### src/sv/rcm_pkg.sv
`timescale 1ns / 1ps
// ----------------------------------------------------------------------------
// rcm_pkg
// Shared types and constants for the trimmed cluster median block.
// ----------------------------------------------------------------------------
package rcm_pkg;

  localparam int VALUE_W = 16;
  localparam int TRIM_W  = 6;

  localparam logic [TRIM_W-1:0] TRIM_RESET = 6'd15;

  typedef struct packed {
    logic [VALUE_W-1:0] value;
    logic               is_last;
  } item_t;

  typedef struct packed {
    logic [VALUE_W-1:0] cluster_value;
    logic               dropped;
  } result_t;

  typedef struct packed {
    logic [VALUE_W-1:0] x;
    logic [VALUE_W-1:0] y;
  } sub_req_t;

  typedef struct packed {
    logic [VALUE_W-1:0] diff;
    logic               gt;
  } sub_rsp_t;

endpackage

### src/sv/rcm_ram.sv
`timescale 1ns / 1ps
// ----------------------------------------------------------------------------
// rcm_ram
// Generic single write port, single read port RAM with registered read.
// ----------------------------------------------------------------------------
module rcm_ram #(
  parameter int WIDTH = 16,
  parameter int DEPTH = 32
) (
  input  logic                     clk,
  input  logic                     we,
  input  logic [$clog2(DEPTH)-1:0] waddr,
  input  logic [WIDTH-1:0]         wdata,
  input  logic [$clog2(DEPTH)-1:0] raddr,
  output logic [WIDTH-1:0]         rdata
);

  logic [WIDTH-1:0] mem [DEPTH];

  always_ff @(posedge clk) begin
    if (we) begin
      mem[waddr] <= wdata;
    end
    rdata <= mem[raddr];
  end

endmodule

### src/sv/rcm_sub_unit.sv
`timescale 1ns / 1ps
// ----------------------------------------------------------------------------
// rcm_sub_unit
// Shared subtract and compare unit: difference x - y and the flag x > y.
// ----------------------------------------------------------------------------
module rcm_sub_unit (
  input  rcm_pkg::sub_req_t req,
  output rcm_pkg::sub_rsp_t rsp
);

  import rcm_pkg::*;

  logic [VALUE_W:0] wide;

  assign wide     = {1'b0, req.x} - {1'b0, req.y};
  assign rsp.diff = wide[VALUE_W-1:0];
  assign rsp.gt   = !wide[VALUE_W] && (wide[VALUE_W-1:0] != '0);

endmodule

### src/sv/robust_cluster_median.sv
`timescale 1ns / 1ps
// ----------------------------------------------------------------------------
// robust_cluster_median
// Collects a set of values into a sorted store, trims outliers from either
// end and reports the median of what remains.
// ----------------------------------------------------------------------------
//  channel   signals                      handshake
//  item      start, busy, item            taken when start && !busy
//  result    result_valid, result         one-cycle strobe, no back-pressure
//  config    cfg_valid, cfg_ready, data   written when valid && ready
//
//  a stored item keeps busy high for a read and compare per value shifted,
//  with no compare when it lands in the bottom slot; an item for a full store
//  is not stored; a last item then runs the trimming rounds and a final read,
//  each round serialised by the single RAM read port and the shared subtractor
//  reset clears the fill count, overflow flag and trim_steps (to 15); the
//  store itself is not cleared; the receiver cannot stall the result
// ----------------------------------------------------------------------------
module robust_cluster_median #(
  parameter int MAX_POINTS = 32
) (
  input  logic                          clk,
  input  logic                          rst,
  input  logic                          start,
  output logic                          busy,
  input  rcm_pkg::item_t                item,
  output logic                          result_valid,
  output rcm_pkg::result_t              result,
  input  logic                          cfg_valid,
  output logic                          cfg_ready,
  input  logic [rcm_pkg::TRIM_W-1:0]    cfg_data
);

  import rcm_pkg::*;

  localparam int AW = $clog2(MAX_POINTS);
  localparam int CW = $clog2(MAX_POINTS + 1);

  localparam logic [3:0] S_IDLE   = 4'd0;
  localparam logic [3:0] S_INS_RD = 4'd1;
  localparam logic [3:0] S_INS_CM = 4'd2;
  localparam logic [3:0] S_T_CHK  = 4'd3;
  localparam logic [3:0] S_T_MID  = 4'd4;
  localparam logic [3:0] S_T_HI   = 4'd5;
  localparam logic [3:0] S_T_CMP  = 4'd6;
  localparam logic [3:0] S_T_DEC  = 4'd7;
  localparam logic [3:0] S_FINAL  = 4'd8;

  logic [3:0]         state;
  logic [CW-1:0]      fill_count;
  logic               overflow_seen;
  logic [TRIM_W-1:0]  trim_steps;
  logic [TRIM_W-1:0]  round;
  logic [VALUE_W-1:0] cur_value;
  logic               cur_last;
  logic [AW-1:0]      pos;
  logic [AW-1:0]      lo;
  logic [AW-1:0]      hi;
  logic [VALUE_W-1:0] lo_val;
  logic [VALUE_W-1:0] mid_val;
  logic [VALUE_W-1:0] below;
  logic [VALUE_W-1:0] above;

  logic               we;
  logic [AW-1:0]      waddr;
  logic [VALUE_W-1:0] wdata;
  logic [AW-1:0]      raddr;
  logic [VALUE_W-1:0] rdata;
  logic [AW:0]        mid_sum;
  logic [AW-1:0]      mid;
  logic [CW-1:0]      fill_dec;
  sub_req_t           sub_req;
  sub_rsp_t           sub_rsp;

  assign busy      = (state != S_IDLE);
  assign cfg_ready = 1'b1;
  assign mid_sum   = {1'b0, lo} + {1'b0, hi};
  assign mid       = mid_sum[AW:1];
  assign fill_dec  = fill_count - CW'(1);

  rcm_ram #(
    .WIDTH (VALUE_W),
    .DEPTH (MAX_POINTS)
  ) u_store (
    .clk   (clk),
    .we    (we),
    .waddr (waddr),
    .wdata (wdata),
    .raddr (raddr),
    .rdata (rdata)
  );

  rcm_sub_unit u_sub (
    .req (sub_req),
    .rsp (sub_rsp)
  );

  always_comb begin
    we        = 1'b0;
    waddr     = pos;
    wdata     = cur_value;
    raddr     = lo;
    sub_req.x = rdata;
    sub_req.y = cur_value;
    unique case (state)
      S_INS_RD: begin
        raddr = pos - AW'(1);
        if (pos == '0) begin
          we = 1'b1;
        end
      end
      S_INS_CM: begin
        we = 1'b1;
        if (sub_rsp.gt) begin
          wdata = rdata;
        end
      end
      S_T_CHK: begin
        raddr = lo;
        if (!((round < trim_steps) && (hi > lo))) begin
          raddr = mid;
        end
      end
      S_T_MID: raddr = mid;
      S_T_HI: begin
        raddr     = hi;
        sub_req.y = lo_val;
      end
      S_T_CMP: sub_req.y = mid_val;
      S_T_DEC: begin
        sub_req.x = below;
        sub_req.y = above;
      end
      default: begin
      end
    endcase
  end

  always_ff @(posedge clk) begin
    if (rst) begin
      state         <= S_IDLE;
      fill_count    <= '0;
      overflow_seen <= 1'b0;
      trim_steps    <= TRIM_RESET;
      result_valid  <= 1'b0;
    end else begin
      result_valid <= 1'b0;
      if (cfg_valid && cfg_ready) begin
        trim_steps <= cfg_data;
      end
      unique case (state)
        S_IDLE: begin
          if (start) begin
            cur_value <= item.value;
            cur_last  <= item.is_last;
            pos       <= fill_count[AW-1:0];
            if (fill_count == CW'(MAX_POINTS)) begin
              overflow_seen <= 1'b1;
              if (item.is_last) begin
                lo    <= '0;
                hi    <= fill_dec[AW-1:0];
                round <= '0;
                state <= S_T_CHK;
              end
            end else begin
              state <= S_INS_RD;
            end
          end
        end
        S_INS_RD: begin
          if (pos == '0) begin
            fill_count <= fill_count + CW'(1);
            lo         <= '0;
            hi         <= fill_count[AW-1:0];
            round      <= '0;
            state      <= cur_last ? S_T_CHK : S_IDLE;
          end else begin
            state <= S_INS_CM;
          end
        end
        S_INS_CM: begin
          if (sub_rsp.gt) begin
            pos   <= pos - AW'(1);
            state <= S_INS_RD;
          end else begin
            fill_count <= fill_count + CW'(1);
            lo         <= '0;
            hi         <= fill_count[AW-1:0];
            round      <= '0;
            state      <= cur_last ? S_T_CHK : S_IDLE;
          end
        end
        S_T_CHK: begin
          if ((round < trim_steps) && (hi > lo)) begin
            state <= S_T_MID;
          end else begin
            state <= S_FINAL;
          end
        end
        S_T_MID: begin
          lo_val <= rdata;
          state  <= S_T_HI;
        end
        S_T_HI: begin
          below   <= sub_rsp.diff;
          mid_val <= rdata;
          state   <= S_T_CMP;
        end
        S_T_CMP: begin
          above <= sub_rsp.diff;
          state <= S_T_DEC;
        end
        S_T_DEC: begin
          if (sub_rsp.gt) begin
            lo <= lo + AW'(1);
          end else begin
            hi <= hi - AW'(1);
          end
          round <= round + TRIM_W'(1);
          state <= S_T_CHK;
        end
        S_FINAL: begin
          result_valid         <= 1'b1;
          result.cluster_value <= rdata;
          result.dropped       <= overflow_seen;
          fill_count           <= '0;
          overflow_seen        <= 1'b0;
          state                <= S_IDLE;
        end
        default: state <= S_IDLE;
      endcase
    end
  end

  a_strobe_single: assert property (@(posedge clk) disable iff (rst)
    result_valid |=> !result_valid)
    else $error("result strobe longer than one cycle");

  a_fill_bound: assert property (@(posedge clk) disable iff (rst)
    fill_count <= CW'(MAX_POINTS))
    else $error("fill count beyond store depth");

  a_window_order: assert property (@(posedge clk) disable iff (rst)
    (state == S_T_MID || state == S_T_HI || state == S_T_CMP || state == S_T_DEC)
    |-> (lo < hi))
    else $error("trim window collapsed during a round");

  a_overflow_flag: assert property (@(posedge clk) disable iff (rst)
    (start && !busy && fill_count == CW'(MAX_POINTS)) |=> overflow_seen)
    else $error("overflow not recorded");

  a_result_from_final: assert property (@(posedge clk) disable iff (rst)
    result_valid |-> ($past(state) == S_FINAL) && (fill_count == '0))
    else $error("result without final read");

endmodule

### config.mk
export PLATFORM = sky130hd
export DESIGN_NAME = robust_cluster_median
export DESIGN_NICKNAME = d
export VERILOG_FILES = /design/src/sv/rcm_pkg.sv /design/src/sv/rcm_ram.sv /design/src/sv/rcm_sub_unit.sv /design/src/sv/robust_cluster_median.sv
export SDC_FILE = /design/constraint.sdc
export NUM_CORES = 1
export LEC_CHECK = 0
export ABC_AREA = 0
export BUFFER_PORTS_ARGS = -buffer_cell sky130_fd_sc_hd__buf_4
export CORE_MARGIN = 4
export CORE_UTILIZATION = 35
export CTS_CLUSTER_DIAMETER = 60
export CTS_CLUSTER_SIZE = 30
export DETAILED_ROUTE_END_ITERATION = 16
export MAX_ROUTING_LAYER = met4
export PLACE_DENSITY = 0.5
export RECOVER_POWER = 100
export SETUP_SLACK_MARGIN = 0.5
export SLEW_MARGIN = 10
export SYNTH_ARGS = -nofsm -noshare
export SYNTH_HDL_FRONTEND = slang
export SYNTH_SLANG_ARGS = --single-unit
### constraint.sdc
create_clock -name clk -period 5.9 [get_ports clk]
set_input_delay 0.885 -clock clk [delete_from_list [all_inputs] [get_ports clk]]
set_output_delay 0.885 -clock clk [all_outputs]
set_load 0.02 [all_outputs]
## Word level (Yosys, flattened, before mapping)

Memory sizes are Yosys's and may differ from the RTL's. A register that Yosys moved wholly into a read port is not among the register bits.
Cells that the tools add are included.

| cells by class | value |
|---|---|
| add/subtract/negate cells | 8 |
| magnitude comparators | 2 |
| equality and inequality tests | 18 |
| mux-type cells | 48 |
| bitwise operators | 1 |
| reductions and logical operators | 23 |

Operators with widths:

| operator | number |
|---|---|
| two-way mux 5 bit | 15 |
| case mux 5 bit (4 select lines) | 3 |
| two-way mux 16 bit | 3 |
| case mux 16 bit (3 select lines) | 1 |
| two-way mux 6 bit | 7 |
| case mux 4 bit (8 select lines) | 1 |
| case mux 6 bit (4 select lines) | 1 |
| case mux 6 bit (3 select lines) | 1 |
| subtractor 16 x 16 -> 17 bit | 1 |
| == test 4 x 3 -> 1 bit (second input constant) | 4 |
| two-way mux 4 bit | 4 |
| inequality test 2 bit (second input constant) | 8 |
| AND reduction 8 bit | 2 |
| nonzero test 16 bit | 1 |
| subtractor 5 x 1 -> 5 bit (second input constant) | 3 |
| adder 6 x 1 -> 6 bit (second input constant) | 2 |
| case mux 5 bit (2 select lines) | 1 |
| AND reduction 2 bit | 5 |
| AND reduction 3 bit | 3 |
| == test 4 x 2 -> 1 bit (second input constant) | 2 |
| nonzero test 4 bit | 2 |
| AND reduction 7 bit | 1 |
| adder 5 x 5 -> 6 bit | 1 |
| == test 6 bit (second input constant) | 1 |
| 17 further kinds | 27 |

| storage, ports and cells | value |
|---|---|
| flip-flop bits (word level) | 137 |
| bits in writable memories | 512 |
| input port bits | 27 |
| output and inout port bits | 20 |
| word-level logic and storage cells | 118 |
| memories | 1 |

Memory list:

| name | words | width | read ports | clocked after Yosys merged registers in | write ports | RTL line | text |
|---|---|---|---|---|---|---|---|
| u_store.mem | 32 | 16 | 1 | 1 | 1 | rcm_ram.sv:18 | `logic [WIDTH-1:0] mem [DEPTH];` |

## Depth between registers and ports, before layout

Gate-level depths: netlist (run 1).

| logic depth | value |
|---|---|
| depth after elaboration | 7 |
| mapped depth | 23 |
| depth with buffers taken out | 16 |

## Hierarchy

From an unflattened synthesis (run 1), not the netlist that was laid out.

| second synthesis, totals | value |
|---|---|
| cells, all modules | 1834 |
| area total of the unflattened synthesis | 28013.1 um2 |

Modules (own cells, without submodules):

| module | times used | cells an instance | area each (um2) | sequential area each (um2) |
|---|---|---|---|---|
| rcm_ram | 1 | 1143 | 20534.7 | 15695.1 |
| robust_cluster_median | 1 | 537 | 6462.4 | 3933.8 |
| rcm_sub_unit | 1 | 154 | 1016.0 | 0.0 |

## Worst setup path before layout (run 1)

No wires, ideal clock.

| timing | value |
|---|---|
| kind | reg2reg |
| start | register state[2] |
| end | memory u_store.mem[0][10], data pin |
| library setup time | 351 ps |
| data arrival time | 5028 ps |
| required time | 5549 ps |
| path slack | 522 ps |
| stages on the path, launching flop included | 21 |
| path buffers | 5 |
| clock period less this slack | 5378 ps |
| cell sequence | dfxtp_1 > buf_6 > clkbuf_1 > nand2b_1 > clkbuf_1 > nor2_1 > clkbuf_1 > mux2i_1 > ha_1 > inv_1 > fa_1 > a211oi_1 > o21bai_1 > a221oi_2 > nor3_1 > or3_1 > a211oi_2 > a31oi_4 > nand2_4 > buf_4 > mux2_1 |

RTL lines:

| element | RTL line | text |
|---|---|---|
| from (decl) | robust_cluster_median.sv:49 | `logic [3:0] state;` |
| from (signal assigned) | robust_cluster_median.sv:176 | `state <= cur_last ? S_T_CHK : S_IDLE;` |
| from (signal assigned) | robust_cluster_median.sv:190 | `state <= cur_last ? S_T_CHK : S_IDLE;` |
| to (decl) | rcm_ram.sv:18 |  |

==> metrics.md, run 1 <==
| Metric | Value |
|---|---|
| Port-buffer cells | `45` |
| Crit start category | `register` |
| Mean area per synthesized cell | `13.2 µm²` |
| EDFF count, synth | `631` |
| Critical path's top delay family | `compound AO/OA/AOI/OAI gates` |
| Final worst path period need | `5.31 ns` |
| Nets@finish | `2290` |
| Clock Tree Root | `clkbuf_16` |
| Die area | `86000 µm²` |
| Syn_nets | `2223` |
| Row cnt | `104` |
| Via/cell ratio | `roughly 5.4` |
| Post-route cell area | `31800 µm²` |
| Max Cap Viol | `29` |
| Asr flop ratio synth | `0%` |
| Worst Hold Launch | `overflow_seen` |
| First-pass GRT wire length | `between 100000 and 150000 µm` |
| Worst hold stages | `0` |
| DP Area | `roughly 30000 µm²` |
| Vias | `roughly 18000` |
| Prevailing post-synth register cell | `edfxtp_1` |
| Die W | `293 µm` |
| Routed len/inst | `25.9 µm` |
| CTS buffer count | `49` |
| Worst-margin pin slew | `2.80 ns` |
| Vias in the first global route | `17000` |
| I/O Pins | `47` |
| Register area share after synthesis | `68.9%` |
| Post-Route WL | `roughly 86000 µm` |
| Router iterations before antenna repair | `5` |
| Reg-to-Reg End | `u_store.mem[2][1]` |
| Clock Path Buffers | `3` |
| Final setup TNS | `0 ns` |
| Core ar. | `between 80000 and 90000 µm²` |
| TritonCTS clock tree | `yes` |
| Worst path max stage delay | `0.62 ns` |
| Max Clk Rate | `0.188 GHz` |
| Smallest hold slack | `roughly 0.45 ns` |
| Pwr Total | `13.7 mW` |
| Outcome | `complete, but fails checks` |
| Worst vdd rail ir drop | `0.000294 V` |
| Worst slack, placed | `around 0.52 ns` |
| Tcrit/Tclk final | `89.9%` |
| Most common cell after layout, fill and taps aside | `edfxtp_1` |
| FF-to-FF path depth | `16` |
| Most used cell, CP | `nand2_1` |
| H-tree levels | `2` |
| Failing checks | `capacitance limit, slew limit` |
| Relative slew slack | `-87.9%` |
| Bufs and invs on worst path | `3` |
| Fill cells | `7613` |
| Grt ovf | `0` |
| Synthesized flop and latch total | `665` |
| DRC | `0` |
| Setup ws final | `approximately 0.59 ns` |
| Worst setup EP type | `register` |
| Tot GR Track Use | `approximately a fifth` |
| GP Congestion | `0.856` |
| Critical path class | `register to register` |
| Final max-slew violation count | `490` |
| CP required | `6.15 ns` |
| Worst-Skew Late Latency | `about 0.63 ns` |
| CTS clock-pin slew for the worst setup and hold paths | `0.07 ns` |
| End of the worst hold path | `result[0]` |
| Setup Skew | `0.0486 ns` |
| Slowest cell on the critical path | `mux2_2` |
| PwrDens | `433 nW/µm²` |
| Initial DRC Count | `2092` |
| Worst path cell trace | `buf_6 > nand2_1 > clkbuf_1 > nand2_1 > nand2_1 > fa_1 > a211oi_1 > o21bai_1 > a221oi_2 > buf_4 > mux2i_1 > nand3_1 > a211oi_2 > a31oi_4 > nand2_4 > mux2_2` |
| Endpoints failing hold | `0` |
| Leakage | `10.7 nW` |
| CTS Sinks | `roughly 670` |
| Die Span Y | `slightly below 300 µm` |
| Post-DP HPWL | `49700 µm` |
| Commonest non-fill, non-tap cells in the layout | `edfxtp_1 (631), nand2_1 (480), nand3_1 (185)` |
| DRT antenna net count | `0` |
| Synth warnings | `0` |
| Largest net degree at the start of global routing | `80` |
| Count of different cell masters after synthesis | `between 80 and 90` |
| R2R Setup Slk | `0.59 ns` |
| Mapped Cells | `2153` |
| Initial antenna violation count | `3` |
| R2r startpoint | `state[1]` |
| Critical path arrival | `5.55 ns` |
| Post-Synthesis Cell Area | `28500 µm²` |
| Cts hold-fix bufs | `0` |
| Ratio of cells with drive above 1 in the final layout | `9.96%` |
| Crit path max fanout | `between 40 and 50` |
| Unrepaired setup endpoints after global routing | `no` |
| Synth-to-layout area growth | `11.5%` |
| Final setup fails | `0` |
| Hold/Removal Path Class | `register to register` |
| Initial Util | `35.4%` |
-- final cells by class --
class | instances | area (µm²) | share of cell area, %
well taps | 1060 | 1330 | 4.18
flip-flops and latches | 665 | 19600 | 61.8
inverters | 33 | 124 | 0.390
diodes | 2 | 5.00 | 0.0158
clock inverters | 37 | 497 | 1.56
multi-input cells | 1341 | 8130 | 25.6
clock buffers | 54 | 1300 | 4.08
repair buffers | 130 | 756 | 2.38
-- stage by stage --
| stage | util [%] | std cells |
|---|---|---|
| final | 39.4 | 3322 |
| after global routing | 39.4 | 3322 |
| after CTS | 39.8 | 3320 |
| after detailed placement | 37.6 | 3229 |
| after global placement | 37.6 | 3229 |
| after floorplan | - | 2153 |
-- per-layer routing --
| metal | wire length [µm] | track usage [%] |
|---|---|---|
| met1 | 39200 | 28.8 |
| met2 | 37500 | 29.7 |
| met3 | 7070 | 3.79 |
| met4 | 2290 | 4.98 |
| met5 | 0 | - |
-- Yosys cell counts (all sizes together), types with 9 or more instances --
| cell type | count | area, µm² |
|---|---|---|
| edfxtp | 631 | 18900 |
| nand2 | 481 | 1810 |
| nand3 | 197 | 1040 |
| mux2i | 131 | 1310 |
| nor2 | 108 | 405 |
| buf | 69 | 444 |
| a21oi | 60 | 315 |
| nand4 | 51 | 319 |
| clkbuf | 45 | 169 |
| ha | 41 | 513 |
| dfxtp | 34 | 681 |
| inv | 33 | 124 |
| nor4 | 23 | 273 |
| mux2 | 21 | 236 |
| nor3 | 19 | 95.1 |
| o21ai | 18 | 90.1 |
| o221ai | 16 | 140 |
| o22ai | 16 | 100 |
| nand2b | 14 | 110 |
| xnor2 | 14 | 123 |
| or3 | 9 | 56.3 |
-- timing repair --
action	in CTS	in global routing
resized for setup	0	10
setup buffers	0	0
setup endpoints to repair	0	512
-- worst max path at each step --
stage,start,endpoint,slack [ns],depth (start not counted)
after CTS,state[1],u_store.mem[6][8],0.51,15
after floorplan,state[2],u_store.mem[0][10],0.52,20
after global placement,state[1],u_store.mem[15][11],0.62,15
after global routing,state[1],u_store.mem[2][1],0.27,16
final,state[1],u_store.mem[2][1],0.59,16
after detailed placement,state[1],u_store.mem[15][11],0.52,15
-- logic make-up (layout without fill, tap and decap cells) --
family | Yosys count | count (layout) | share of synthesized area (%)
simple gates | 942 | 942 | 15.8
flops | 665 | 665 | 68.9
compound gates | 182 | 182 | 4.74
mux | 152 | 152 | 5.43
buf+inv | 147 | 254 | 2.59
fa+ha+maj | 43 | 43 | 1.94
xor+xnor | 21 | 21 | 0.646
other cells | 1 | 3 | 0.0132
-- state kept, by name, indices dropped and copies added, names as in the netlist, 5 cells and up --
signal and count:
mid_val 16, cur_value 16, lo 5, above 16
u_store.mem 512, u_store.rdata 16, trim_steps 6, hi 5
round 6, fill_count 6, result 17, lo_val 16
pos 5, below 16
-- power by group --
part / switching, mW / internal, mW
Combinational: 2.80 / 1.33
Clock: 1.88 / 1.84
Sequential: 0.267 / 5.63
Note: power is estimated with default switching activity, not from simulation.
==> run 2, diff against run 1 <==
Settings changed: CORE_UTILIZATION 35 to 55, PLACE_DENSITY 0.5 to 0.72, SKIP_CTS_REPAIR_TIMING from default to 1, SLEW_MARGIN 10 to 20.
==> run 2 against run 1 <==
Against the previous run:
- the flow still finishes with violations (capacitance limit, slew limit)
- total power fell by 4.0%
- critical path depth down 3
- combinational power decreased by 2%
- clock skew shrank 0.024 ns
- critical path type unchanged
==> metrics.md, run 2 (same netlist as run 1, synthesis figures left out) <==
| Metric | Value |
|---|---|
| Area occupied by multi-input gates | `8200 µm²` |
| Grt ovf | `0` |
| Max Clk Rate | `0.183 GHz` |
| CTS clock-pin slew for the worst setup and hold paths | `0.10 ns` |
| Initial antenna violation count | `0` |
| Core ar. | `51300 µm²` |
| Worst-margin pin slew | `2.06 ns` |
| Failing checks | `capacitance limit, slew limit` |
| Clock Path Buffers | `3` |
| Final max-slew violation count | `roughly 280` |
| Final worst path period need | `5.46 ns` |
| GP Congestion | `0.901` |
| CTS Sinks | `~670` |
| Ratio of cells with drive above 1 in the final layout | `a little under a tenth` |
| Most common cell after layout, fill and taps aside | `edfxtp_1` |
| Placed cells | `roughly 2800` |
| Initial Util | `55.5%` |
| Worst path cell trace | `inv_1 > ha_1 > and3_1 > a31o_2 > a31oi_1 > o211a_2 > o211a_4 > clkbuf_1 > and4_1 > buf_4 > a32oi_1 > nand4_1 > nor3_1` |
| Max FFs per register | `512` |
| Synth-to-layout area growth | `9.05%` |
| Final setup fails | `0` |
| First-pass GRT wire length | `about 110000 µm` |
| Critical path arrival | `5.96 ns` |
| Crit path from | `lo[3]` |
| PwrDens | `425 nW/µm²` |
| Relative slew slack | `-37.4%` |
| Tcrit/Tclk final | `92.6%` |
| DRC | `0` |
| Setup Skew | `0.0249 ns` |
| Slowest cell on the critical path | `clkbuf_1` |
| Worst path max stage delay | `1.53 ns` |
| Commonest non-fill, non-tap cells in the layout | `edfxtp_1 (631), nand2_1 (480), nand3_1 (187)` |
| Die W | `about 240 µm` |
| Pwr Total | `between 10 and 15 mW` |
| Worst slack, placed | `0.289 ns` |
| Largest net degree at the start of global routing | `129` |
| R2R Setup Slk | `0.44 ns` |
| Port-buffer cells | `45` |
| Hold/Removal Path Class | `register to register` |
| Final cell count without fillers | `2922` |
| Router iterations before antenna repair | `6` |
| Max Cap Viol | `17` |
| Worst setup EP type | `register` |
| Vias in the first global route | `17400` |
| I/O Pins | `47` |
| Setup ws final | `0.438 ns` |
| Worst Hold Launch | `overflow_seen` |
| Smallest hold slack | `0.452 ns` |
| FF-to-FF path depth | `13` |
| Vias | `roughly 18000` |
| Worst hold stages | `0` |
| Critical path class | `register to register` |
| DRT antenna net count | `0` |
| Worst-Skew Late Latency | `0.61 ns` |
| Fill cells | `4013` |
| Die area | `around 56000 µm²` |
| Final setup TNS | `0 ns` |
| R2r startpoint | `lo[3]` |
| Post-route cell area | `31100 µm²` |
| Nets@finish | `2282` |
| Clock Tree Root | `clkbuf_16` |
| H-tree levels | `2` |
| Reg-to-Reg End | `u_store.rdata[14]` |
| Bufs and invs on worst path | `3` |
| Row cnt | `83` |
| Critical path's top delay family | `buffers and inverters` |
| Post-DP HPWL | `45500 µm` |
| TritonCTS clock tree | `yes` |
| CTS buffer count | `40` |
| Tot GR Track Use | `a little over a quarter` |
| CP required | `6.40 ns` |
| Outcome | `complete, but fails checks` |
| Finished Core Util | `slightly above 60%` |
| Regs by FF count | `u_store.mem (512), result (17)` |
| Crit path max fanout | `26` |
| Post-Route WL | `roughly 75000 µm` |
| FF/Latch Area | `19600 µm²` |
| Unrepaired setup endpoints after global routing | `no` |
| Most flops, register | `u_store.mem` |
| Endpoints failing hold | `0` |
| End of the worst hold path | `result[0]` |
| Die Span Y | `236 µm` |
| Diodes inserted | `0` |
| Initial DRC Count | `2659` |
| Crit start category | `register` |
| Leakage | `~11 nW` |
| Routed len/inst | `25.8 µm` |
| DP Area | `about 30000 µm²` |
| Worst vdd rail ir drop | `0.000315 V` |
| Via/cell ratio | `6.22` |
==> run 2: changes by cell type in the layout (fill, tap and decap cells not counted), moves of 2 or more <==
cell	delta
clkinv_2	-5
inv_16	+4
clkbuf_16	-10
diode_2	-2
clkinv_8	-5
nand3_2	-2
clkinv_16	+2
inv_8	-3
mux2_2	-16
nand3_1	+2
mux2_4	+16
==> run 2: layout make-up <==
cell class,instances,share of cell area [%]
clock buffer,43,3.33
clock inverter,29,1.52
inverter,33,0.399
multi-input combinational,1341,26.4
sequential,665,63.2
tap,680,2.74
timing repair buffer,131,2.44
==> run 2: how the worst max path moves through the flow <==
stage,to,cells after the start,slack (ns)
2_1_floorplan,u_store.mem[0][10],20,0.52
3_3_place_gp,u_store.mem[30][14],17,0.48
3_5_place_dp,u_store.mem[25][14],17,0.29
4_1_cts,u_store.mem[9][14],17,0.25
5_1_grt,u_store.rdata[8],13,0.35
6_report,u_store.rdata[14],13,0.44
==> run 2: worst register-to-register path: cells and delay by family, from the launching register on <==
kind | cells | cell delay, ns
flops | 1 | 0.49
fa+ha+maj | 1 | 0.38
simple gates | 4 | 0.84
compound gates | 5 | 1.64
buf+inv | 3 | 2.01
==> run 2: routing by layer <==
metal | vias to the layer above | GRT usage, % | part of all wire [%]
li1 | 8066 | - | -
met1 | 8879 | 37.2 | 38
met2 | 1040 | 42.2 | 46
met3 | 189 | 4.43 | 11
met4 | 0 | 10.2 | 4.4
met5 | - | - | 0
==> run 2: where the power goes <==
| part | leakage, nW | switching, mW | internal, mW |
|---|---|---|---|
| logic | 3.92 | 2.70 | 1.33 |
| clock network | 0.723 | 1.79 | 1.51 |
| registers | 5.97 | 0.246 | 5.62 |
